$ cat src/rtl/ppwa_pkg.sv
// Shared types and constants for the page pool watermark allocator.
`timescale 1ns / 1ps
package ppwa_pkg;

  localparam int ROW_PAGES = 16;
  localparam int ROW_BITS  = 4;
  localparam int CMD_W     = 2;
  localparam int PAGE_W    = 8;
  localparam int COUNT_W   = 9;
  localparam int STATUS_W  = 2;
  localparam int CFG_IDX_W = 2;
  localparam int CFG_DATA_W = 9;

  typedef enum logic [CMD_W-1:0] {
    CMD_ALLOC = 2'd0,
    CMD_FREE  = 2'd1,
    CMD_RESET = 2'd2
  } cmd_t;

  typedef enum logic [STATUS_W-1:0] {
    ST_OK        = 2'd0,
    ST_LIMITED   = 2'd1,
    ST_UNKNOWN   = 2'd2,
    ST_EXHAUSTED = 2'd3
  } status_t;

  typedef enum logic [CFG_IDX_W-1:0] {
    CFG_LIMIT_ENABLE   = 2'd0,
    CFG_MAX_PAGES      = 2'd1,
    CFG_WATERMARK_HIGH = 2'd2,
    CFG_WATERMARK_LOW  = 2'd3
  } cfg_idx_t;

  // One row of the page maps: 16 pages, an in-use bit and a cached bit each.
  typedef struct packed {
    logic [ROW_PAGES-1:0] in_use;
    logic [ROW_PAGES-1:0] cached;
  } map_row_t;

endpackage

$ cat src/rtl/ppwa_if.sv
// Request, response and configuration channel interfaces.
`timescale 1ns / 1ps
interface ppwa_req_if;
  logic                        valid;
  logic                        ready;
  logic [ppwa_pkg::CMD_W-1:0]  command;
  logic [ppwa_pkg::PAGE_W-1:0] page_index;
  modport source (output valid, command, page_index, input ready);
  modport sink (input valid, command, page_index, output ready);
endinterface

interface ppwa_rsp_if;
  logic                          valid;
  logic                          ready;
  logic [ppwa_pkg::STATUS_W-1:0] status;
  logic [ppwa_pkg::PAGE_W-1:0]   granted_page;
  logic [ppwa_pkg::COUNT_W-1:0]  in_use_count;
  logic [ppwa_pkg::COUNT_W-1:0]  cached_count;
  logic [ppwa_pkg::COUNT_W-1:0]  released_count;
  modport source (output valid, status, granted_page, in_use_count, cached_count,
                  released_count, input ready);
  modport sink (input valid, status, granted_page, in_use_count, cached_count,
                released_count, output ready);
endinterface

interface ppwa_cfg_if;
  logic                            valid;
  logic                            ready;
  logic [ppwa_pkg::CFG_IDX_W-1:0]  index;
  logic [ppwa_pkg::CFG_DATA_W-1:0] data;
  modport source (output valid, index, data, input ready);
  modport sink (input valid, index, data, output ready);
endinterface

$ cat src/rtl/ppwa_map_mem.sv
// Page map row memory with per-row valid bits; an unwritten row reads as all clear.
`timescale 1ns / 1ps
module ppwa_map_mem #(
  parameter int ROWS = 16,
  parameter int RAW  = 4
) (
  input  logic               clk,
  input  logic               rst,
  input  logic               clr,
  input  logic               rd_en,
  input  logic [RAW-1:0]     rd_addr,
  output ppwa_pkg::map_row_t rd_data,
  input  logic               wr_en,
  input  logic [RAW-1:0]     wr_addr,
  input  ppwa_pkg::map_row_t wr_data
);
  import ppwa_pkg::*;

  map_row_t  mem [ROWS];
  logic [ROWS-1:0] row_valid;

  always_ff @(posedge clk) begin
    if (wr_en) begin
      mem[wr_addr] <= wr_data;
    end
    if (rd_en) begin
      rd_data <= row_valid[rd_addr] ? mem[rd_addr] : '0;
    end
  end

  always_ff @(posedge clk) begin
    if (rst || clr) begin
      row_valid <= '0;
    end else if (wr_en) begin
      row_valid[wr_addr] <= 1'b1;
    end
  end

endmodule

$ cat src/rtl/ppwa_prio.sv
// Shared 16-bit priority encoder, lowest-first or highest-first.
`timescale 1ns / 1ps
module ppwa_prio (
  input  logic [ppwa_pkg::ROW_PAGES-1:0] mask,
  input  logic                           high_first,
  output logic                           found,
  output logic [ppwa_pkg::ROW_BITS-1:0]  idx
);
  import ppwa_pkg::*;

  always_comb begin
    int j;
    found = 1'b0;
    idx   = '0;
    for (int i = 0; i < ROW_PAGES; i++) begin
      j = high_first ? i : (ROW_PAGES - 1 - i);
      if (mask[j]) begin
        found = 1'b1;
        idx   = ROW_BITS'(j);
      end
    end
  end

endmodule

$ cat src/rtl/page_pool_watermark_allocator_top.sv
// Top level: page pool allocator with cache watermarks and its command sequencer.
`timescale 1ns / 1ps
// The pool's in-use and cached maps sit in a row memory of 16 pages per row,
// and one priority encoder walks it a row per cycle in an allocate scan, which
// starts at row 0 and moves up until a row offers a page. A free that lifts
// the cached count to watermark_high adds a release pass from the top row
// down; the pass stops once the cached count is no longer above watermark_low,
// or after row 0. Per-row valid bits clear the maps at once on a reset command,
// so no clearing pass runs after reset. One request is in work at a time; the
// response register lets the next request in while a response waits.
module page_pool_watermark_allocator_top #(
  parameter int POOL_PAGES = 256
) (
  input logic       clk,
  input logic       rst,
  ppwa_req_if.sink  req,
  ppwa_rsp_if.source rsp,
  ppwa_cfg_if.sink  cfg
);
  import ppwa_pkg::*;

  localparam int ROWS     = (POOL_PAGES + ROW_PAGES - 1) / ROW_PAGES;
  localparam int RAW      = (ROWS > 1) ? $clog2(ROWS) : 1;
  localparam int CW       = $clog2(POOL_PAGES + 1);
  localparam int LAST_CNT = POOL_PAGES - (ROWS - 1) * ROW_PAGES;
  localparam logic [ROW_PAGES:0] LAST_MASK_W =
    ((ROW_PAGES + 1)'(1) << LAST_CNT) - (ROW_PAGES + 1)'(1);
  localparam logic [ROW_PAGES-1:0] LAST_MASK = LAST_MASK_W[ROW_PAGES-1:0];
  localparam logic [RAW-1:0] LAST_ROW = RAW'(ROWS - 1);

  typedef enum logic [2:0] {
    S_IDLE,
    S_SCAN_CHK,
    S_FREE_CHK,
    S_REL_RD,
    S_REL_LD,
    S_REL_BIT,
    S_FINISH
  } state_t;

  state_t               state;
  logic                 want_cached;
  logic [RAW-1:0]       row;
  logic [ROW_BITS-1:0]  page_bit;
  map_row_t             row_buf;
  logic [CW-1:0]        in_use_total;
  logic [CW-1:0]        cached_total;
  status_t              res_status;
  logic [PAGE_W-1:0]    res_granted;
  logic [CW-1:0]        res_released;

  logic                 limit_enable;
  logic [COUNT_W-1:0]   max_pages;
  logic [COUNT_W-1:0]   watermark_high;
  logic [COUNT_W-1:0]   watermark_low;

  logic                 out_valid;
  status_t              out_status;
  logic [PAGE_W-1:0]    out_granted;
  logic [COUNT_W-1:0]   out_in_use;
  logic [COUNT_W-1:0]   out_cached;
  logic [COUNT_W-1:0]   out_released;

  // memory and encoder hookup
  logic                 mem_clr;
  logic                 rd_en;
  logic [RAW-1:0]       rd_addr;
  map_row_t             rd_row;
  logic                 wr_en;
  logic [RAW-1:0]       wr_addr;
  map_row_t             wr_data;
  logic [ROW_PAGES-1:0] enc_mask;
  logic                 enc_high;
  logic                 enc_found;
  logic [ROW_BITS-1:0]  enc_idx;

  logic [31:0]          page_wide;
  logic [RAW-1:0]       req_row;
  logic                 page_oob;
  logic                 accept;
  cmd_t                 cmd;
  logic [ROW_PAGES-1:0] row_mask;
  logic                 out_free;
  logic                 cached_above_low;
  logic                 limited;
  logic                 free_hit;
  logic [CW-1:0]        cached_inc;
  logic                 high_hit;

  ppwa_map_mem #(
    .ROWS (ROWS),
    .RAW  (RAW)
  ) u_map_mem (
    .clk     (clk),
    .rst     (rst),
    .clr     (mem_clr),
    .rd_en   (rd_en),
    .rd_addr (rd_addr),
    .rd_data (rd_row),
    .wr_en   (wr_en),
    .wr_addr (wr_addr),
    .wr_data (wr_data)
  );

  ppwa_prio u_prio (
    .mask       (enc_mask),
    .high_first (enc_high),
    .found      (enc_found),
    .idx        (enc_idx)
  );

  assign req.ready = (state == S_IDLE);
  assign cfg.ready = 1'b1;
  assign accept    = req.valid && req.ready;
  assign cmd       = cmd_t'(req.command);
  assign page_wide = 32'(req.page_index);
  assign req_row   = page_wide[ROW_BITS +: RAW];
  assign page_oob  = page_wide >= 32'(POOL_PAGES);
  assign row_mask  = (row == LAST_ROW) ? LAST_MASK : '1;
  assign out_free  = !out_valid || rsp.ready;
  assign cached_above_low = 32'(cached_total) > 32'(watermark_low);
  assign limited   = limit_enable && (32'(in_use_total) >= 32'(max_pages));
  assign free_hit  = rd_row.in_use[page_bit];
  assign cached_inc = cached_total + CW'(1);
  assign high_hit  = 32'(cached_inc) >= 32'(watermark_high);
  assign enc_high  = (state == S_REL_BIT);

  always_comb begin
    unique case (state)
      S_SCAN_CHK: enc_mask = want_cached ? rd_row.cached
                                         : (~(rd_row.in_use | rd_row.cached) & row_mask);
      S_REL_BIT:  enc_mask = row_buf.cached;
      default:    enc_mask = '0;
    endcase
  end

  always_comb begin
    mem_clr = 1'b0;
    rd_en   = 1'b0;
    rd_addr = row;
    wr_en   = 1'b0;
    wr_addr = row;
    wr_data = rd_row;
    unique case (state)
      S_IDLE: begin
        if (accept) begin
          if (cmd == CMD_ALLOC) begin
            rd_en   = 1'b1;
            rd_addr = '0;
          end else if (cmd == CMD_FREE && !page_oob) begin
            rd_en   = 1'b1;
            rd_addr = req_row;
          end else if (cmd == CMD_RESET) begin
            mem_clr = 1'b1;
          end
        end
      end
      S_SCAN_CHK: begin
        if (enc_found) begin
          wr_en = 1'b1;
          wr_data.in_use[enc_idx] = 1'b1;
          wr_data.cached[enc_idx] = 1'b0;
        end else if (row != LAST_ROW) begin
          rd_en   = 1'b1;
          rd_addr = row + RAW'(1);
        end
      end
      S_FREE_CHK: begin
        if (free_hit) begin
          wr_en = 1'b1;
          wr_data.in_use[page_bit] = 1'b0;
          wr_data.cached[page_bit] = 1'b1;
        end
      end
      S_REL_RD: begin
        rd_en = cached_above_low;
      end
      S_REL_BIT: begin
        if (!(enc_found && cached_above_low)) begin
          wr_en   = 1'b1;
          wr_data = row_buf;
        end
      end
      default: begin
      end
    endcase
  end

  always_ff @(posedge clk) begin
    if (rst) begin
      state          <= S_IDLE;
      in_use_total   <= '0;
      cached_total   <= '0;
      limit_enable   <= 1'b0;
      max_pages      <= COUNT_W'(256);
      watermark_high <= COUNT_W'(256);
      watermark_low  <= '0;
      out_valid      <= 1'b0;
    end else begin
      if (cfg.valid) begin
        unique case (cfg_idx_t'(cfg.index))
          CFG_LIMIT_ENABLE:   limit_enable   <= cfg.data[0];
          CFG_MAX_PAGES:      max_pages      <= cfg.data;
          CFG_WATERMARK_HIGH: watermark_high <= cfg.data;
          CFG_WATERMARK_LOW:  watermark_low  <= cfg.data;
        endcase
      end

      if (out_valid && rsp.ready && state != S_FINISH) begin
        out_valid <= 1'b0;
      end

      unique case (state)
        S_IDLE: begin
          if (accept) begin
            res_granted  <= '0;
            res_released <= '0;
            page_bit     <= page_wide[ROW_BITS-1:0];
            if (cmd == CMD_ALLOC) begin
              want_cached <= (cached_total != '0);
              row         <= '0;
              if (cached_total == '0 && limited) begin
                res_status <= ST_LIMITED;
                state      <= S_FINISH;
              end else begin
                res_status <= ST_OK;
                state      <= S_SCAN_CHK;
              end
            end else if (cmd == CMD_FREE) begin
              row <= req_row;
              if (page_oob) begin
                res_status <= ST_UNKNOWN;
                state      <= S_FINISH;
              end else begin
                res_status <= ST_OK;
                state      <= S_FREE_CHK;
              end
            end else if (cmd == CMD_RESET) begin
              res_status   <= ST_OK;
              in_use_total <= '0;
              cached_total <= '0;
              state        <= S_FINISH;
            end else begin
              res_status <= ST_OK;
              state      <= S_FINISH;
            end
          end
        end
        S_SCAN_CHK: begin
          if (enc_found) begin
            in_use_total <= in_use_total + CW'(1);
            if (want_cached) begin
              cached_total <= cached_total - CW'(1);
            end
            res_granted <= PAGE_W'({row, enc_idx});
            state       <= S_FINISH;
          end else if (row == LAST_ROW) begin
            res_status <= ST_EXHAUSTED;
            state      <= S_FINISH;
          end else begin
            row <= row + RAW'(1);
          end
        end
        S_FREE_CHK: begin
          if (free_hit) begin
            in_use_total <= in_use_total - CW'(1);
            cached_total <= cached_inc;
            if (high_hit) begin
              row   <= LAST_ROW;
              state <= S_REL_RD;
            end else begin
              state <= S_FINISH;
            end
          end else begin
            res_status <= ST_UNKNOWN;
            state      <= S_FINISH;
          end
        end
        S_REL_RD: begin
          state <= cached_above_low ? S_REL_LD : S_FINISH;
        end
        S_REL_LD: begin
          row_buf <= rd_row;
          state   <= S_REL_BIT;
        end
        S_REL_BIT: begin
          if (enc_found && cached_above_low) begin
            row_buf.cached[enc_idx] <= 1'b0;
            cached_total <= cached_total - CW'(1);
            res_released <= res_released + CW'(1);
          end else if (!cached_above_low || row == '0) begin
            state <= S_FINISH;
          end else begin
            row   <= row - RAW'(1);
            state <= S_REL_RD;
          end
        end
        S_FINISH: begin
          if (out_free) begin
            out_valid    <= 1'b1;
            out_status   <= res_status;
            out_granted  <= res_granted;
            out_in_use   <= COUNT_W'(in_use_total);
            out_cached   <= COUNT_W'(cached_total);
            out_released <= COUNT_W'(res_released);
            state        <= S_IDLE;
          end
        end
        default: state <= S_IDLE;
      endcase
    end
  end

  assign rsp.valid          = out_valid;
  assign rsp.status         = out_status;
  assign rsp.granted_page   = out_granted;
  assign rsp.in_use_count   = out_in_use;
  assign rsp.cached_count   = out_cached;
  assign rsp.released_count = out_released;

`ifndef SYNTHESIS
  a_pool_bound: assert property (@(posedge clk) disable iff (rst)
    (32'(in_use_total) + 32'(cached_total)) <= 32'(POOL_PAGES))
    else $error("page counts exceed pool size");

  a_no_rw_same_row: assert property (@(posedge clk) disable iff (rst)
    !(rd_en && wr_en && rd_addr == wr_addr))
    else $error("map row read and written in the same cycle");

  a_finish_delivers: assert property (@(posedge clk) disable iff (rst)
    (state == S_FINISH && out_free) |=> (out_valid && state == S_IDLE))
    else $error("finished request not moved to response register");

  a_release_only_ok: assert property (@(posedge clk) disable iff (rst)
    (out_valid && out_status != ST_OK) |-> (out_released == '0))
    else $error("release count on a failed request");
`endif

endmodule

$ cat src/flat_wrapper.sv
// flat-port wrapper written by rule: the top's interface ports become plain ports
module page_pool_watermark_allocator_top_flat import ppwa_pkg::*;
#(
  parameter int POOL_PAGES = 256
)
  (clk, rst, req_valid, req_command, req_page_index, req_ready, rsp_valid, rsp_status, rsp_granted_page, rsp_in_use_count, rsp_cached_count, rsp_released_count, rsp_ready, cfg_valid, cfg_index, cfg_data, cfg_ready);
  ppwa_req_if req_i ();
  ppwa_rsp_if rsp_i ();
  ppwa_cfg_if cfg_i ();
  input logic clk;
  input logic rst;
  input wire logic [$bits(req_i.valid)-1:0] req_valid;
  input wire logic [$bits(req_i.command)-1:0] req_command;
  input wire logic [$bits(req_i.page_index)-1:0] req_page_index;
  output wire logic [$bits(req_i.ready)-1:0] req_ready;
  output wire logic [$bits(rsp_i.valid)-1:0] rsp_valid;
  output wire logic [$bits(rsp_i.status)-1:0] rsp_status;
  output wire logic [$bits(rsp_i.granted_page)-1:0] rsp_granted_page;
  output wire logic [$bits(rsp_i.in_use_count)-1:0] rsp_in_use_count;
  output wire logic [$bits(rsp_i.cached_count)-1:0] rsp_cached_count;
  output wire logic [$bits(rsp_i.released_count)-1:0] rsp_released_count;
  input wire logic [$bits(rsp_i.ready)-1:0] rsp_ready;
  input wire logic [$bits(cfg_i.valid)-1:0] cfg_valid;
  input wire logic [$bits(cfg_i.index)-1:0] cfg_index;
  input wire logic [$bits(cfg_i.data)-1:0] cfg_data;
  output wire logic [$bits(cfg_i.ready)-1:0] cfg_ready;
  assign req_i.valid = req_valid;
  assign req_i.command = req_command;
  assign req_i.page_index = req_page_index;
  assign req_ready = req_i.ready;
  assign rsp_valid = rsp_i.valid;
  assign rsp_status = rsp_i.status;
  assign rsp_granted_page = rsp_i.granted_page;
  assign rsp_in_use_count = rsp_i.in_use_count;
  assign rsp_cached_count = rsp_i.cached_count;
  assign rsp_released_count = rsp_i.released_count;
  assign rsp_i.ready = rsp_ready;
  assign cfg_i.valid = cfg_valid;
  assign cfg_i.index = cfg_index;
  assign cfg_i.data = cfg_data;
  assign cfg_ready = cfg_i.ready;
  page_pool_watermark_allocator_top #(.POOL_PAGES(POOL_PAGES)) u_core (.clk(clk), .rst(rst), .req(req_i), .rsp(rsp_i), .cfg(cfg_i));
endmodule
$ cat config.mk
export PLATFORM = sky130hd
export DESIGN_NAME = page_pool_watermark_allocator_top_flat
export DESIGN_NICKNAME = d
export VERILOG_FILES = /design/src/rtl/ppwa_pkg.sv /design/src/rtl/ppwa_if.sv /design/src/rtl/ppwa_map_mem.sv /design/src/rtl/ppwa_prio.sv /design/src/rtl/page_pool_watermark_allocator_top.sv /design/src/flat_wrapper.sv
export SDC_FILE = /design/constraint.sdc
export NUM_CORES = 1
export LEC_CHECK = 0
export BUFFER_PORTS_ARGS = -buffer_cell sky130_fd_sc_hd__buf_2
export CAP_MARGIN = 20
export CORE_ASPECT_RATIO = 2
export CORE_UTILIZATION = 55
export CTS_BUF_LIST = sky130_fd_sc_hd__clkbuf_16
export DETAILED_ROUTE_END_ITERATION = 7
export PLACE_DENSITY = 0.74
export SYNTH_ARGS = -nofsm -noshare
export SYNTH_HDL_FRONTEND = slang
export SYNTH_SLANG_ARGS = --single-unit
$ cat constraint.sdc
create_clock -name clk -period 5.3 [get_ports clk]
set_input_delay 0.265 -clock clk [delete_from_list [all_inputs] [get_ports clk]]
set_output_delay 0.265 -clock clk [all_outputs]
set_load 0.05 [all_outputs]
==> flow_summary_export.csv <==
group,metric,value,unit
setup_path,r2r-end,"u_core.u_map_mem.rd_data[21]",
hold_path,hp-start,"req_page_index[7]",
synthesis,synthCells,2374,
setup_path,crit_chain,"nor3b_4, buf_4, o21ai_1, nand4_1, nor4_2, nand2_1, a311oi_4, buf_12, buf_12, mux2_2, o211ai_1, a41oi_2",
layout,nets,2569,
setup_path,cp-start-kind,"flip-flop",
setup_path,worst-path-max-fanout,27,
timing,finalSetupTns,0,ns
drt,final_antenna_net_count,0,
synthesis,syn_nets,2442,
hold_path,whs_endpoint,"u_core.row[3]",
setup_path,reg2reg_slack,0.09,ns
setup_path,crit_type,"flip-flop to flip-flop",
clock_tree,h-tree-depth,2,
drt,initialDrtViolationCount,2198,
power_and_ir_drop,power_density,636.1,nW/um^2
timing,hold_ws,0.02605,ns
synthesis,async_reset_ff_share,0,%
timing,period_share,98.36,%
global_route,grt_use_total,32.79,%
setup_path,crit_slowest_cell,"nor4_2",
layout,fin_util,63.07,%
synthesis,ys.flop_type,"edfxtp_1",
setup_path,startpoint,"u_core.state[2]",
synthesis,ys_seq_elements,707,
drt,drt-pass1-iter-count,6,
layout,drive_gt1_share,20.04,%
timing,setup_viol,0,
floorplanning,die_width,172.3,um
power_and_ir_drop,vdd_ir_drop_max,0.0003907,V
global_route,grt_max_degree,85,
floorplanning,start_util,55.75,%
synthesis,ys_warn_count,0,
clock_tree,postCtsResizedCells,0,
clock_tree,cts_tree,"done",
placed_design,dp.final_hpwl,62280,um
layout,mostFrequentLayoutCell,"edfxtp_1",
synthesis,syn_area_per_cell,13.44,sq um
floorplanning,dieArea,59060,sq um
timing,fin_skew,0.04853,ns
timing,drv_slew,0,
drt,via_per_inst,6.427,
power_and_ir_drop,p_leak,12.45,nW
timing,max_clock_freq,191.8,MHz
setup_path,reg2reg_depth,12,
global_route,grt_first_pass_wirelength,138200,um
global_route,overflow,0,
run,cap_violations,0,
layout,antenna_cells,0,
setup_path,cp.required,5.64,ns
clock_tree,cts-buffers-inserted,58,
layout,area.growth.synth_to_final,13.12,%
setup_path,r2r_start,"u_core.state[2]",
synthesis,yosys.area.top_type,"edfxtp_1",
drt,wirelength,94810,um
drt,drc,0,
setup_path,cp_top_family,"simple AND/OR/NAND/NOR gates",
global_route,antenna_found_initial,1,
run_status,status,"complete, no violations",
drt,wl_per_cell,28.68,um
setup_path,end_kind,"flip-flop",
synthesis,yosysSeqAreaShare,64.45,%
setup_path,cpMostUsedCell,"buf_12",
floorplanning,die_y,342.7,um
clock_tree,cts_root_buf,"clkbuf_16",
timing,period_needed,5.213,ns
timing,slew_headroom,22.15,%
timing,hold_viol,0,
hold_path,worstHoldPathCells,3,
setup_path,critPathArrivalTime,5.56,ns
synthesis,synth_top_area_share,60.31,%
timing,worstMarginPinSlew,1.168,ns
floorplanning,boundaryPins,66,
clock_tree,path_clk_slew,0.08,ns
clock_tree,cts.path.max_buffers,3,
synthesis,synth-edff-count,641,
floorplanning,core_area,57250,sq um
synthesis,syn-cell-area,31920,sq um
timing,rsz0062_at_grt,"false",
clock_tree,worstSkewPairLatency,0.66,ns
placed_design,gp_congestion,1.024,
clock_tree,cts_sinks,707,
floorplanning,row_count,124,
hold_path,min_path_type,"primary input to flip-flop",
layout,final_cell_mix,"edfxtp_1, nand2_1, o211ai_1",
setup_path,worst-path-buf-inv,3,
synthesis,ys_top_cells_by_area,"edfxtp_1, mux2_2, mux2i_1",
synthesis,ys_types,91,
global_route,first_global_vias,21580,
placed_design,portBuffers,64,
drt,vias,21250,
setup_path,cpPeakStageDelay,0.97,ns
## how the worst max path moves through the flow
stage	endpoint	slack, ns	cells past startpoint
floorplan	u_core.rsp.cached_count[0]	1.28	4
CTS	u_core.u_map_mem.rd_data[21]	0.39	12
global route	u_core.u_map_mem.rd_data[22]	0.05	11
detailed placement	u_core.u_map_mem.rd_data[21]	0.42	12
global placement	u_core.u_map_mem.rd_data[21]	0.54	12
finish	u_core.u_map_mem.rd_data[21]	0.09	12
## metal layers
metal	global-route usage, %	vias up	part of all wire, %
met2	57.77	969	52
li1	-	9345	-
met3	5.952	378	6.5
met1	33.60	10550	33
met5	0	-	0.013
met4	26.16	2	9.2
## state kept, by name, summed over array words and instances (netlist names)
name                        count
u_core.rsp.status               2
u_core.u_map_mem.rd_data       32
u_core.rsp.valid                1
u_core.page_bit                 4
u_core.u_map_mem.mem          512
u_core.cached_total             9
u_core.max_pages                9
u_core.row                      4
u_core.res_granted              8
u_core.state                    3
u_core.row_buf                 32
u_core.u_map_mem.row_valid     16
u_core.watermark_low            9
u_core.want_cached              1
u_core.watermark_high           9
u_core.in_use_total             9
u_core.rsp.cached_count         9
u_core.rsp.released_count       9
u_core.rsp.granted_page         8
u_core.res_status               2
u_core.rsp.in_use_count         9
u_core.res_released             9
u_core.limit_enable             1
## metrics by stage
step                      setup WS [ns]  power, mW  cell area, sq um  instances
after floorplan                   1.279      14.58             31920       2374
after global routing            0.05325      23.79             36100       3306
final                           0.08711      22.96             36100       3306
after global placement           0.5410      18.19             33980       3180
after detailed placement         0.4200      18.39             33990       3181
after CTS                        0.3880      22.79             36100       3305
## cells by family (layout without fill, tap and decap cells)
family                   Yosys count  count (layout)  share of synthesized area (%)
adder cells (fa/ha/maj)           42              42                          1.670
flip-flops                       707             707                          64.45
AND/OR/NAND/NOR                  587             587                          8.417
other                              1               1                        0.01175
XOR/XNOR                          25              25                         0.6860
AO/OA/AOI/OAI                    539             539                          12.67
buffers and inverters            198             374                          2.709
multiplexers                     275             275                          9.393
## cells in the mapped netlist, types with 10 or more instances
cell / count
a211oi_1: 17
a21o_1: 15
a21oi_1: 128
a221o_1: 10
a22oi_1: 11
a41oi_2: 30
and2_1: 30
and3_1: 12
buf_1: 14
buf_2: 24
buf_4: 12
clkbuf_1: 92
dfxtp_1: 66
edfxtp_1: 641
ha_1: 41
inv_1: 48
mux2_2: 131
mux2i_1: 133
nand2_1: 273
nand2b_1: 15
nand3_1: 28
nor2_1: 117
nor3_1: 43
o211ai_1: 139
o21ai_0: 50
o21ai_1: 11
o22ai_1: 12
xnor2_1: 18
## worst register-to-register path: stages, from the launching register on
cell and delay (ns):
dfxtp_1 0.83, nor3b_4 0.26, buf_4 0.25, o21ai_1 0.26, nand4_1 0.20, nor4_2 0.97, nand2_1 0.24, a311oi_4 0.39
buf_12 0.30, buf_12 0.28, mux2_2 0.35, o211ai_1 0.42, a41oi_2 0.17
## cell type report
cell class / count / area (sq um)
Sequential cell: 707 / 20570
Tap cell: 756 / 945.9
Fill cell: 4266 / 21150
Inverter: 49 / 183.9
Multi-Input combinational cell: 1469 / 10560
Timing Repair Buffer: 216 / 1887
Clock inverter: 48 / 429.2
Clock buffer: 61 / 1526
## where the power goes
group	total (mW)	internal [mW]	switching [mW]
Combinational	10.0	3.57	6.45
Sequential	8.55	7.87	0.682
Clock	4.40	2.35	2.05
## repair_timing
action	4_1_cts	5_1_grt
hold buffers	15	0
setup buffers	0	0
hold endpoints to repair	30	0
Note: power is estimated with default switching activity, not from simulation.
